$ cat config.mk
export PLATFORM = sky130hd
export DESIGN_NAME = char_lcd_nibble_write_sequencer_top
export DESIGN_NICKNAME = d
export VERILOG_FILES = /design/src/rtl/clnws_pkg.sv /design/src/rtl/clnws_step.sv /design/src/rtl/char_lcd_nibble_write_sequencer_top.sv
export SDC_FILE = /design/constraint.sdc
export NUM_CORES = 1
export LEC_CHECK = 0
export ABC_AREA = 1
export BUFFER_PORTS_ARGS = -buffer_cell sky130_fd_sc_hd__buf_2
export CAP_MARGIN = 20
export CORE_AREA = 2 2 87 89
export DETAILED_ROUTE_END_ITERATION = 8
export DIE_AREA = 0 0 89 91
export PLACE_DENSITY = 0.83
export RECOVER_POWER = 25
export SYNTH_ARGS = -nofsm -noshare
export SYNTH_HDL_FRONTEND = slang
export SYNTH_HIERARCHICAL = 1
export SYNTH_SLANG_ARGS = --single-unit
$ cat constraint.sdc
create_clock -name clk -period 9.2 [get_ports clk]
set_clock_uncertainty 0.15 [all_clocks]
set_input_delay 0.92 -clock clk [delete_from_list [all_inputs] [get_ports clk]]
set_output_delay 0.92 -clock clk [all_outputs]
set_load 0.05 [all_outputs]
$ cat src/rtl/clnws_pkg.sv
`timescale 1ns / 1ps
`default_nettype none

package clnws_pkg;

  localparam int CFG_INDEX_W = 2;
  localparam int CFG_DATA_W  = 10;
  localparam int OP_IDX_W    = 4;
  localparam int SUB_W       = 3;

  typedef struct packed {
    logic [1:0] func;
    logic [7:0] data_byte;
    logic       rs_select;
  } item_t;

  typedef struct packed {
    logic        rs_line;
    logic        enable_line;
    logic [3:0]  data_nibble;
    logic [15:0] hold_us;
    logic        last;
  } result_t;

  localparam logic [1:0] FUNC_BYTE   = 2'd0;
  localparam logic [1:0] FUNC_NIBBLE = 2'd1;
  localparam logic [1:0] FUNC_INIT   = 2'd2;

  localparam logic [CFG_INDEX_W-1:0] REG_PULSE    = 2'd0;
  localparam logic [CFG_INDEX_W-1:0] REG_GAP      = 2'd1;
  localparam logic [CFG_INDEX_W-1:0] REG_CMD_WAIT = 2'd2;

  localparam logic [7:0] PULSE_RESET    = 8'd2;
  localparam logic [7:0] GAP_RESET      = 8'd5;
  localparam logic [9:0] CMD_WAIT_RESET = 10'd50;

  localparam logic [15:0] WAIT_POWER_US = 16'd50000;
  localparam logic [15:0] WAIT_SHORT_US = 16'd50;
  localparam logic [15:0] WAIT_LONG_US  = 16'd10000;

  localparam logic [SUB_W-1:0] SUB_HI_ON    = 3'd0;
  localparam logic [SUB_W-1:0] SUB_HI_OFF   = 3'd1;
  localparam logic [SUB_W-1:0] SUB_LO_ON    = 3'd2;
  localparam logic [SUB_W-1:0] SUB_LO_OFF   = 3'd3;
  localparam logic [SUB_W-1:0] SUB_CMD_WAIT = 3'd4;
  localparam logic [SUB_W-1:0] SUB_RELEASE  = 3'd5;

  localparam logic [OP_IDX_W-1:0] INIT_LAST_OP = 4'd11;

  typedef enum logic [1:0] {
    OP_WAIT,
    OP_STROBE,
    OP_BYTE
  } op_kind_t;

  typedef struct packed {
    op_kind_t    kind;
    logic [7:0]  data;
    logic        rs;
    logic [15:0] hold;
  } op_t;

  typedef struct packed {
    logic        rs_line;
    logic        enable_line;
    logic [3:0]  data_nibble;
    logic [15:0] hold_us;
    logic        op_end;
  } step_t;

  typedef enum logic {
    ST_IDLE,
    ST_RUN
  } state_t;

  function automatic op_t init_op(input logic [OP_IDX_W-1:0] idx);
    op_t op;
    op = '{kind: OP_WAIT, data: 8'h00, rs: 1'b0, hold: 16'd0};
    case (idx)
      4'd0:  op = '{kind: OP_WAIT,   data: 8'h00, rs: 1'b0, hold: WAIT_POWER_US};
      4'd1:  op = '{kind: OP_STROBE, data: 8'h03, rs: 1'b0, hold: 16'd0};
      4'd2:  op = '{kind: OP_WAIT,   data: 8'h03, rs: 1'b0, hold: WAIT_SHORT_US};
      4'd3:  op = '{kind: OP_BYTE,   data: 8'h28, rs: 1'b0, hold: 16'd0};
      4'd4:  op = '{kind: OP_WAIT,   data: 8'h08, rs: 1'b0, hold: WAIT_SHORT_US};
      4'd5:  op = '{kind: OP_BYTE,   data: 8'h0E, rs: 1'b0, hold: 16'd0};
      4'd6:  op = '{kind: OP_WAIT,   data: 8'h0E, rs: 1'b0, hold: WAIT_SHORT_US};
      4'd7:  op = '{kind: OP_BYTE,   data: 8'h01, rs: 1'b0, hold: 16'd0};
      4'd8:  op = '{kind: OP_WAIT,   data: 8'h01, rs: 1'b0, hold: WAIT_LONG_US};
      4'd9:  op = '{kind: OP_BYTE,   data: 8'h06, rs: 1'b0, hold: 16'd0};
      4'd10: op = '{kind: OP_WAIT,   data: 8'h06, rs: 1'b0, hold: WAIT_LONG_US};
      4'd11: op = '{kind: OP_BYTE,   data: 8'h0C, rs: 1'b0, hold: 16'd0};
      default: op = '{kind: OP_WAIT, data: 8'h00, rs: 1'b0, hold: 16'd0};
    endcase
    return op;
  endfunction

  function automatic logic [SUB_W-1:0] first_sub(input op_kind_t kind);
    return (kind == OP_STROBE) ? SUB_LO_ON : SUB_HI_ON;
  endfunction

endpackage

`default_nettype wire

$ cat src/rtl/clnws_step.sv
`timescale 1ns / 1ps
`default_nettype none

module clnws_step (
  input  clnws_pkg::op_t                   op,
  input  logic [clnws_pkg::SUB_W-1:0]      sub,
  input  logic [7:0]                       pulse_us,
  input  logic [7:0]                       gap_us,
  input  logic [9:0]                       cmd_wait_us,
  output clnws_pkg::step_t                 step
);

  logic [15:0] add_a;
  logic [15:0] add_b;

  always_comb begin
    add_a            = 16'd0;
    add_b            = 16'd0;
    step.rs_line     = 1'b0;
    step.enable_line = 1'b0;
    step.data_nibble = op.data[3:0];
    step.op_end      = 1'b0;
    if (op.kind == clnws_pkg::OP_WAIT) begin
      add_a       = op.hold;
      step.op_end = 1'b1;
    end else begin
      step.rs_line = op.rs;
      if (sub == clnws_pkg::SUB_HI_ON || sub == clnws_pkg::SUB_HI_OFF) begin
        step.data_nibble = op.data[7:4];
      end
      unique case (sub)
        clnws_pkg::SUB_HI_ON, clnws_pkg::SUB_LO_ON: begin
          add_a            = {8'd0, pulse_us};
          step.enable_line = 1'b1;
        end
        clnws_pkg::SUB_HI_OFF, clnws_pkg::SUB_LO_OFF: begin
          add_a       = {8'd0, pulse_us};
          add_b       = {8'd0, gap_us};
          step.op_end = (sub == clnws_pkg::SUB_LO_OFF) && (op.kind == clnws_pkg::OP_STROBE);
        end
        clnws_pkg::SUB_CMD_WAIT: begin
          add_a = {6'd0, cmd_wait_us};
        end
        clnws_pkg::SUB_RELEASE: begin
          step.rs_line = 1'b0;
          step.op_end  = 1'b1;
        end
        default: begin
          step.rs_line = 1'b0;
          step.op_end  = 1'b1;
        end
      endcase
    end
    // shared hold-time adder
    step.hold_us = add_a + add_b;
  end

endmodule

`default_nettype wire

$ cat src/rtl/char_lcd_nibble_write_sequencer_top.sv
`timescale 1ns / 1ps
`default_nettype none

// channel    handshake                  payload
// command    start / busy               item (func, data_byte, rs_select)
// result     strobe, one cycle          result (rs, enable, nibble, hold_us, last)
// config     cfg_valid / cfg_ready      cfg_index, cfg_data
//
// one pin step per clock from the shared hold-time adder; a taken command moves the
// state register to run, from which the first result is registered into strobe and result
// byte write: 6 results, nibble write: 2, initialization: 38; busy stays high
// through the sequence and drops on the cycle the last result is shown
// an unused func code is taken and gives no results
// sync reset returns to idle and loads the default timings; results cannot be stalled

module char_lcd_nibble_write_sequencer_top (
  input  logic                                 clk,
  input  logic                                 rst,
  input  logic                                 start,
  output logic                                 busy,
  input  clnws_pkg::item_t                     item,
  output logic                                 strobe,
  output clnws_pkg::result_t                   result,
  input  logic                                 cfg_valid,
  output logic                                 cfg_ready,
  input  logic [clnws_pkg::CFG_INDEX_W-1:0]    cfg_index,
  input  logic [clnws_pkg::CFG_DATA_W-1:0]     cfg_data
);

  clnws_pkg::state_t                   state;
  clnws_pkg::state_t                   state_next;
  logic [clnws_pkg::OP_IDX_W-1:0]      op_idx;
  logic [clnws_pkg::OP_IDX_W-1:0]      op_idx_next;
  logic [clnws_pkg::SUB_W-1:0]         sub;
  logic [clnws_pkg::SUB_W-1:0]         sub_next;
  logic                                is_init;
  logic                                is_init_next;
  clnws_pkg::op_t                      user_op;
  logic [7:0]                          pulse_us;
  logic [7:0]                          gap_us;
  logic [9:0]                          cmd_wait_us;
  clnws_pkg::op_t                      cur_op;
  clnws_pkg::op_t                      next_init_op;
  clnws_pkg::step_t                    step;
  logic                                accept;
  logic                                func_ok;
  logic                                seq_end;
  logic                                emit;

  assign cfg_ready    = 1'b1;
  assign accept       = start && !busy;
  assign func_ok      = (item.func == clnws_pkg::FUNC_BYTE) ||
                        (item.func == clnws_pkg::FUNC_NIBBLE) ||
                        (item.func == clnws_pkg::FUNC_INIT);
  assign cur_op       = is_init ? clnws_pkg::init_op(op_idx) : user_op;
  assign next_init_op = clnws_pkg::init_op(op_idx + 4'd1);
  assign seq_end      = step.op_end && (!is_init || op_idx == clnws_pkg::INIT_LAST_OP);

  clnws_step u_step (
    .op          (cur_op),
    .sub         (sub),
    .pulse_us    (pulse_us),
    .gap_us      (gap_us),
    .cmd_wait_us (cmd_wait_us),
    .step        (step)
  );

  always_ff @(posedge clk) begin
    if (rst) begin
      pulse_us    <= clnws_pkg::PULSE_RESET;
      gap_us      <= clnws_pkg::GAP_RESET;
      cmd_wait_us <= clnws_pkg::CMD_WAIT_RESET;
    end else if (cfg_valid && cfg_ready) begin
      priority if (cfg_index == clnws_pkg::REG_PULSE) begin
        pulse_us <= cfg_data[7:0];
      end else if (cfg_index == clnws_pkg::REG_GAP) begin
        gap_us <= cfg_data[7:0];
      end else if (cfg_index == clnws_pkg::REG_CMD_WAIT) begin
        cmd_wait_us <= cfg_data;
      end else begin
        pulse_us <= pulse_us;
      end
    end
  end

  // next state
  always_comb begin
    state_next   = state;
    op_idx_next  = op_idx;
    sub_next     = sub;
    is_init_next = is_init;
    unique case (state)
      clnws_pkg::ST_IDLE: begin
        if (accept && func_ok) begin
          state_next   = clnws_pkg::ST_RUN;
          op_idx_next  = '0;
          is_init_next = (item.func == clnws_pkg::FUNC_INIT);
          sub_next     = (item.func == clnws_pkg::FUNC_NIBBLE) ?
                         clnws_pkg::SUB_LO_ON : clnws_pkg::SUB_HI_ON;
        end
      end
      clnws_pkg::ST_RUN: begin
        if (seq_end) begin
          state_next = clnws_pkg::ST_IDLE;
        end else if (step.op_end) begin
          op_idx_next = op_idx + 4'd1;
          sub_next    = clnws_pkg::first_sub(next_init_op.kind);
        end else begin
          sub_next = sub + 3'd1;
        end
      end
      default: state_next = clnws_pkg::ST_IDLE;
    endcase
  end

  // outputs
  always_comb begin
    busy = 1'b0;
    emit = 1'b0;
    unique case (state)
      clnws_pkg::ST_IDLE: begin
        busy = 1'b0;
        emit = 1'b0;
      end
      clnws_pkg::ST_RUN: begin
        busy = 1'b1;
        emit = 1'b1;
      end
      default: begin
        busy = 1'b0;
        emit = 1'b0;
      end
    endcase
  end

  always_ff @(posedge clk) begin
    if (rst) begin
      state  <= clnws_pkg::ST_IDLE;
      strobe <= 1'b0;
    end else begin
      state  <= state_next;
      strobe <= emit;
    end
  end

  always_ff @(posedge clk) begin
    op_idx  <= op_idx_next;
    sub     <= sub_next;
    is_init <= is_init_next;
    if (accept) begin
      user_op.kind <= (item.func == clnws_pkg::FUNC_NIBBLE) ?
                      clnws_pkg::OP_STROBE : clnws_pkg::OP_BYTE;
      user_op.data <= item.data_byte;
      user_op.rs   <= (item.func == clnws_pkg::FUNC_BYTE) ? item.rs_select : 1'b0;
      user_op.hold <= 16'd0;
    end
    if (emit) begin
      result.rs_line     <= step.rs_line;
      result.enable_line <= step.enable_line;
      result.data_nibble <= step.data_nibble;
      result.hold_us     <= step.hold_us;
      result.last        <= seq_end;
    end
  end

  a_busy_fall_last: assert property (@(posedge clk) disable iff (rst)
    !$past(rst) && $fell(busy) |-> strobe && result.last)
    else $error("busy dropped without a final result");

  a_gap_after_last: assert property (@(posedge clk) disable iff (rst)
    strobe && result.last |=> !strobe)
    else $error("result directly after final result");

  a_enable_low_follows: assert property (@(posedge clk) disable iff (rst)
    strobe && result.enable_line |=> strobe && !result.enable_line)
    else $error("enable high not followed by enable low");

endmodule

`default_nettype wire

==> results by group <==
Critical path
  • CP Launch Type: flop
  • CP peak stage delay: 1.12 ns
  • Levels on crit path: 11
  • Cell seen most often among critical-path stages: nand2_1
  • Reg-to-reg slack, setup: 5.57 ns
  • R2R depth: 11
  • WP data required: 9.31 ns
  • Critical-path cell list: clkbuf_1 > nand2_1 > nand2_4 > nand2_1 > o21ai_1 > inv_1 > ha_1 > nand2_1 > nand2_1 > nand2_1 > nand2_1
  • Critical-path top delay cell: clkbuf_1
  • Worst r2r src: state
  • Max FO, Critical Path: 26
  • Crit path buf inv count: 2
  • Crit path DAT: 3.74 ns
  • Critical Path Sink Type: flop
  • Setup CP Type: reg -> reg
  • Delay-heaviest family, CP: buffers and inverters

Synthesis
  • Synth warnings: 6
  • Synth Instances: 503
  • Seq cells post-synth: 82
  • Mapped Area: 4230 sq um
  • Yosys top cell by area: edfxtp_1
  • Post-Syn Area per Cell: 8.42 sq um
  • Share of the synthesized area in the top cell type: 0.298
  • Synth top area cells: edfxtp_1, dfxtp_1, nand2_1
  • Post-synth cell types: 36
  • Sequential share of the synthesized area: 0.487

Floorplanning
  • Io pins: 53
  • Starting Density: 0.593
  • FP Rows: 31
  • Die W: 89 um
  • CORE AREA: 7140 sq um
  • Die height: 91 um
  • Die footprint: 8100 sq um

STA
  • RSZ-0062 raised after global routing: no
  • TNS Setup: 0 ns
  • Count of final setup violators: 0
  • Min Hold Slack: 0.318 ns
  • Final Max Tran Viols: 0
  • Final period util: 0.395
  • Measured slew at the worst slew-check pin: 1.47 ns
  • Fin. Hold Viols: 0
  • Fmax achieved: 275 MHz
  • Max_slew headroom: 0.0203
  • Worst setup margin: 5.57 ns
  • Clock period minus worst slack: 3.63 ns

Final layout
  • ANT cells: 0
  • Final net count: 611
  • Layout cell share with drive strength beyond 1: 0.196
  • Area grow syn2layout: 13.4%

Detailed routing
  • WL final: 8.76 mm
  • DR pass1 iterations: 5
  • WL per Instance: 13.1 um
  • Remaining antenna violation count: 0
  • Via count: 3457
  • Drt first-iter violations: 227
  • DRC Markers: 0
  • Drt via density: 5.16

Power and ir drop
  • Switching Share: 0.337
  • VDD IR-drop max: 0.119 mV
  • Net Sw Power: 0.311 mW
  • Leak pwr: 2.30 nW
  • Power density over cell area: 192 nW/um^2
  • Combinational Power Share: 0.234
  • Overall power: 0.924 mW
  • Design internal power: 0.612 mW
  • Sequential Power Share: 0.482
  • Clk network pwr share: 0.284

Clocking
  • H-tree depth: 3
  • CTS buffer count: 9
  • Clock sinks: 82
  • TritonCTS clock tree: yes
  • Hold buffers post-CTS: 0
  • Post-CTS Setup Repair Bufs: 0
  • Skew-Pair Late Insertion Delay: 0.36 ns
  • Post_cts resized: 0
  • Root Buffer: clkbuf_8
  • CTS Buffer Depth: 2
  • Clock slew at reported path FFs: 0.09 ns

Place
  • Final RePlAce weighted congestion: 0.895
  • DP HPWL: 6.48 mm
  • Port Buffer Count: 51
  • Dpl ws: 5.60 ns

Global routing
  • GRT Util Overall: 0.234
  • Largest net degree at the start of global routing: 27
  • First-pass GRT wire length: 14.8 mm
  • Vias in the first global route: 3277
  • Initial antenna violation count: 0
  • Congestion Overflow GR: 0

Job
  • Max cap viols: 0

Status
  • Run status: finished clean

Hold path
  • Hold EP: pulse_us[1]
  • Hold Path Stages: 2
  • Min-delay worst type: reg -> reg
  • Hold Path Origin: pulse_us[1]
[kinds of logic (layout without fill, tap and decap cells)]
kind of cell	count (synthesis)	after routing	synth area share
other	2	10	0.00177
multiplexers	11	11	0.0293
AO/OA/AOI/OAI	36	36	0.0503
adder cells (fa/ha/maj)	18	18	0.0550
flip-flops	82	82	0.487
buffers and inverters	73	133	0.0692
AND/OR/NAND/NOR	270	270	0.285
XOR/XNOR	11	11	0.0228
[per-stage QoR]
step	std cells	instance area, sq um	utilization
after CTS	670	4810	0.673
after global routing	670	4800	0.673
after global placement	654	4610	0.646
after detailed placement	654	4610	0.646
after floorplan	511	4260	-
final	670	4800	0.673
[routing by layer]
layer	wire length [um]	vias to the layer above	global-route usage
met2	4170	133	0.373
met5	0	-	0
met1	3740	1564	0.302
met4	223	0	0.0995
met3	623	24	0.0564
li1	-	1736	-
[synthesized netlist by cell type (all sizes together)]
cell type,n
edfxtp,42
nor3,4
clkbuf,5
o211ai,1
conb,2
inv,63
a31o,1
o21ai,21
fa,1
buf,4
nand4,5
a31oi,1
xor2,6
nor2,69
o21bai,1
nand3b,2
nand2,146
nand3,43
ha,17
dfxtp,40
mux2,11
a21oi,11
clkinv,1
xnor2,5
or2,1
[layout by cell type, fill, tap and decap left out, types with 4 or more instances in the layout]
cell type / instances
nand2_2: 13
mux2_2: 11
o21ai_0: 16
ha_1: 17
nor2_4: 6
dfxtp_1: 40
conb_1: 10
nand2_1: 130
edfxtp_1: 42
xnor2_1: 5
nor3_1: 4
xor2_1: 6
nor2_1: 63
a21oi_1: 11
nand4_1: 5
buf_2: 50
inv_1: 59
clkbuf_8: 9
nand3_1: 41
[worst reg2reg max path: cells and delay by family (launching register included)]
family	cells	cell delay (ns)
buf+inv	2	1.25
compound gates	1	0.22
simple gates	7	1.04
flops	1	0.53
fa+ha+maj	1	0.35
[power by group through the flow]
stage | sequential (mW) | clock [mW] | combinational [mW]
4_1_cts | 0.444 | 0.269 | 0.215
6_report | 0.445 | 0.262 | 0.216
5_1_grt | 0.449 | 0.284 | 0.241
2_1_floorplan | 0.482 | 0 | 0.137
3_3_place_gp | 0.452 | 0 | 0.207
3_5_place_dp | 0.452 | 0 | 0.214
[cell type report]
cell class	instances	area [sq um]
flip-flops and latches	82	2060
clock inverters	6	50.0
inverters	64	243
repair buffers	53	265
multi-input cells	356	1910
fillers	590	2340
clock buffers	10	149
well taps	99	124
[worst max-delay path by stage]
stage                       start          to  slack [ns]
after floorplan             state        flop        5.94
after global placement    is_init  result[11]        5.76
after detailed placement  is_init  result[11]        5.60
after CTS                 is_init  result[11]        5.60
after global routing        state        flop        5.13
final                       state        flop        5.57
(Power assumes the default switching activity.)
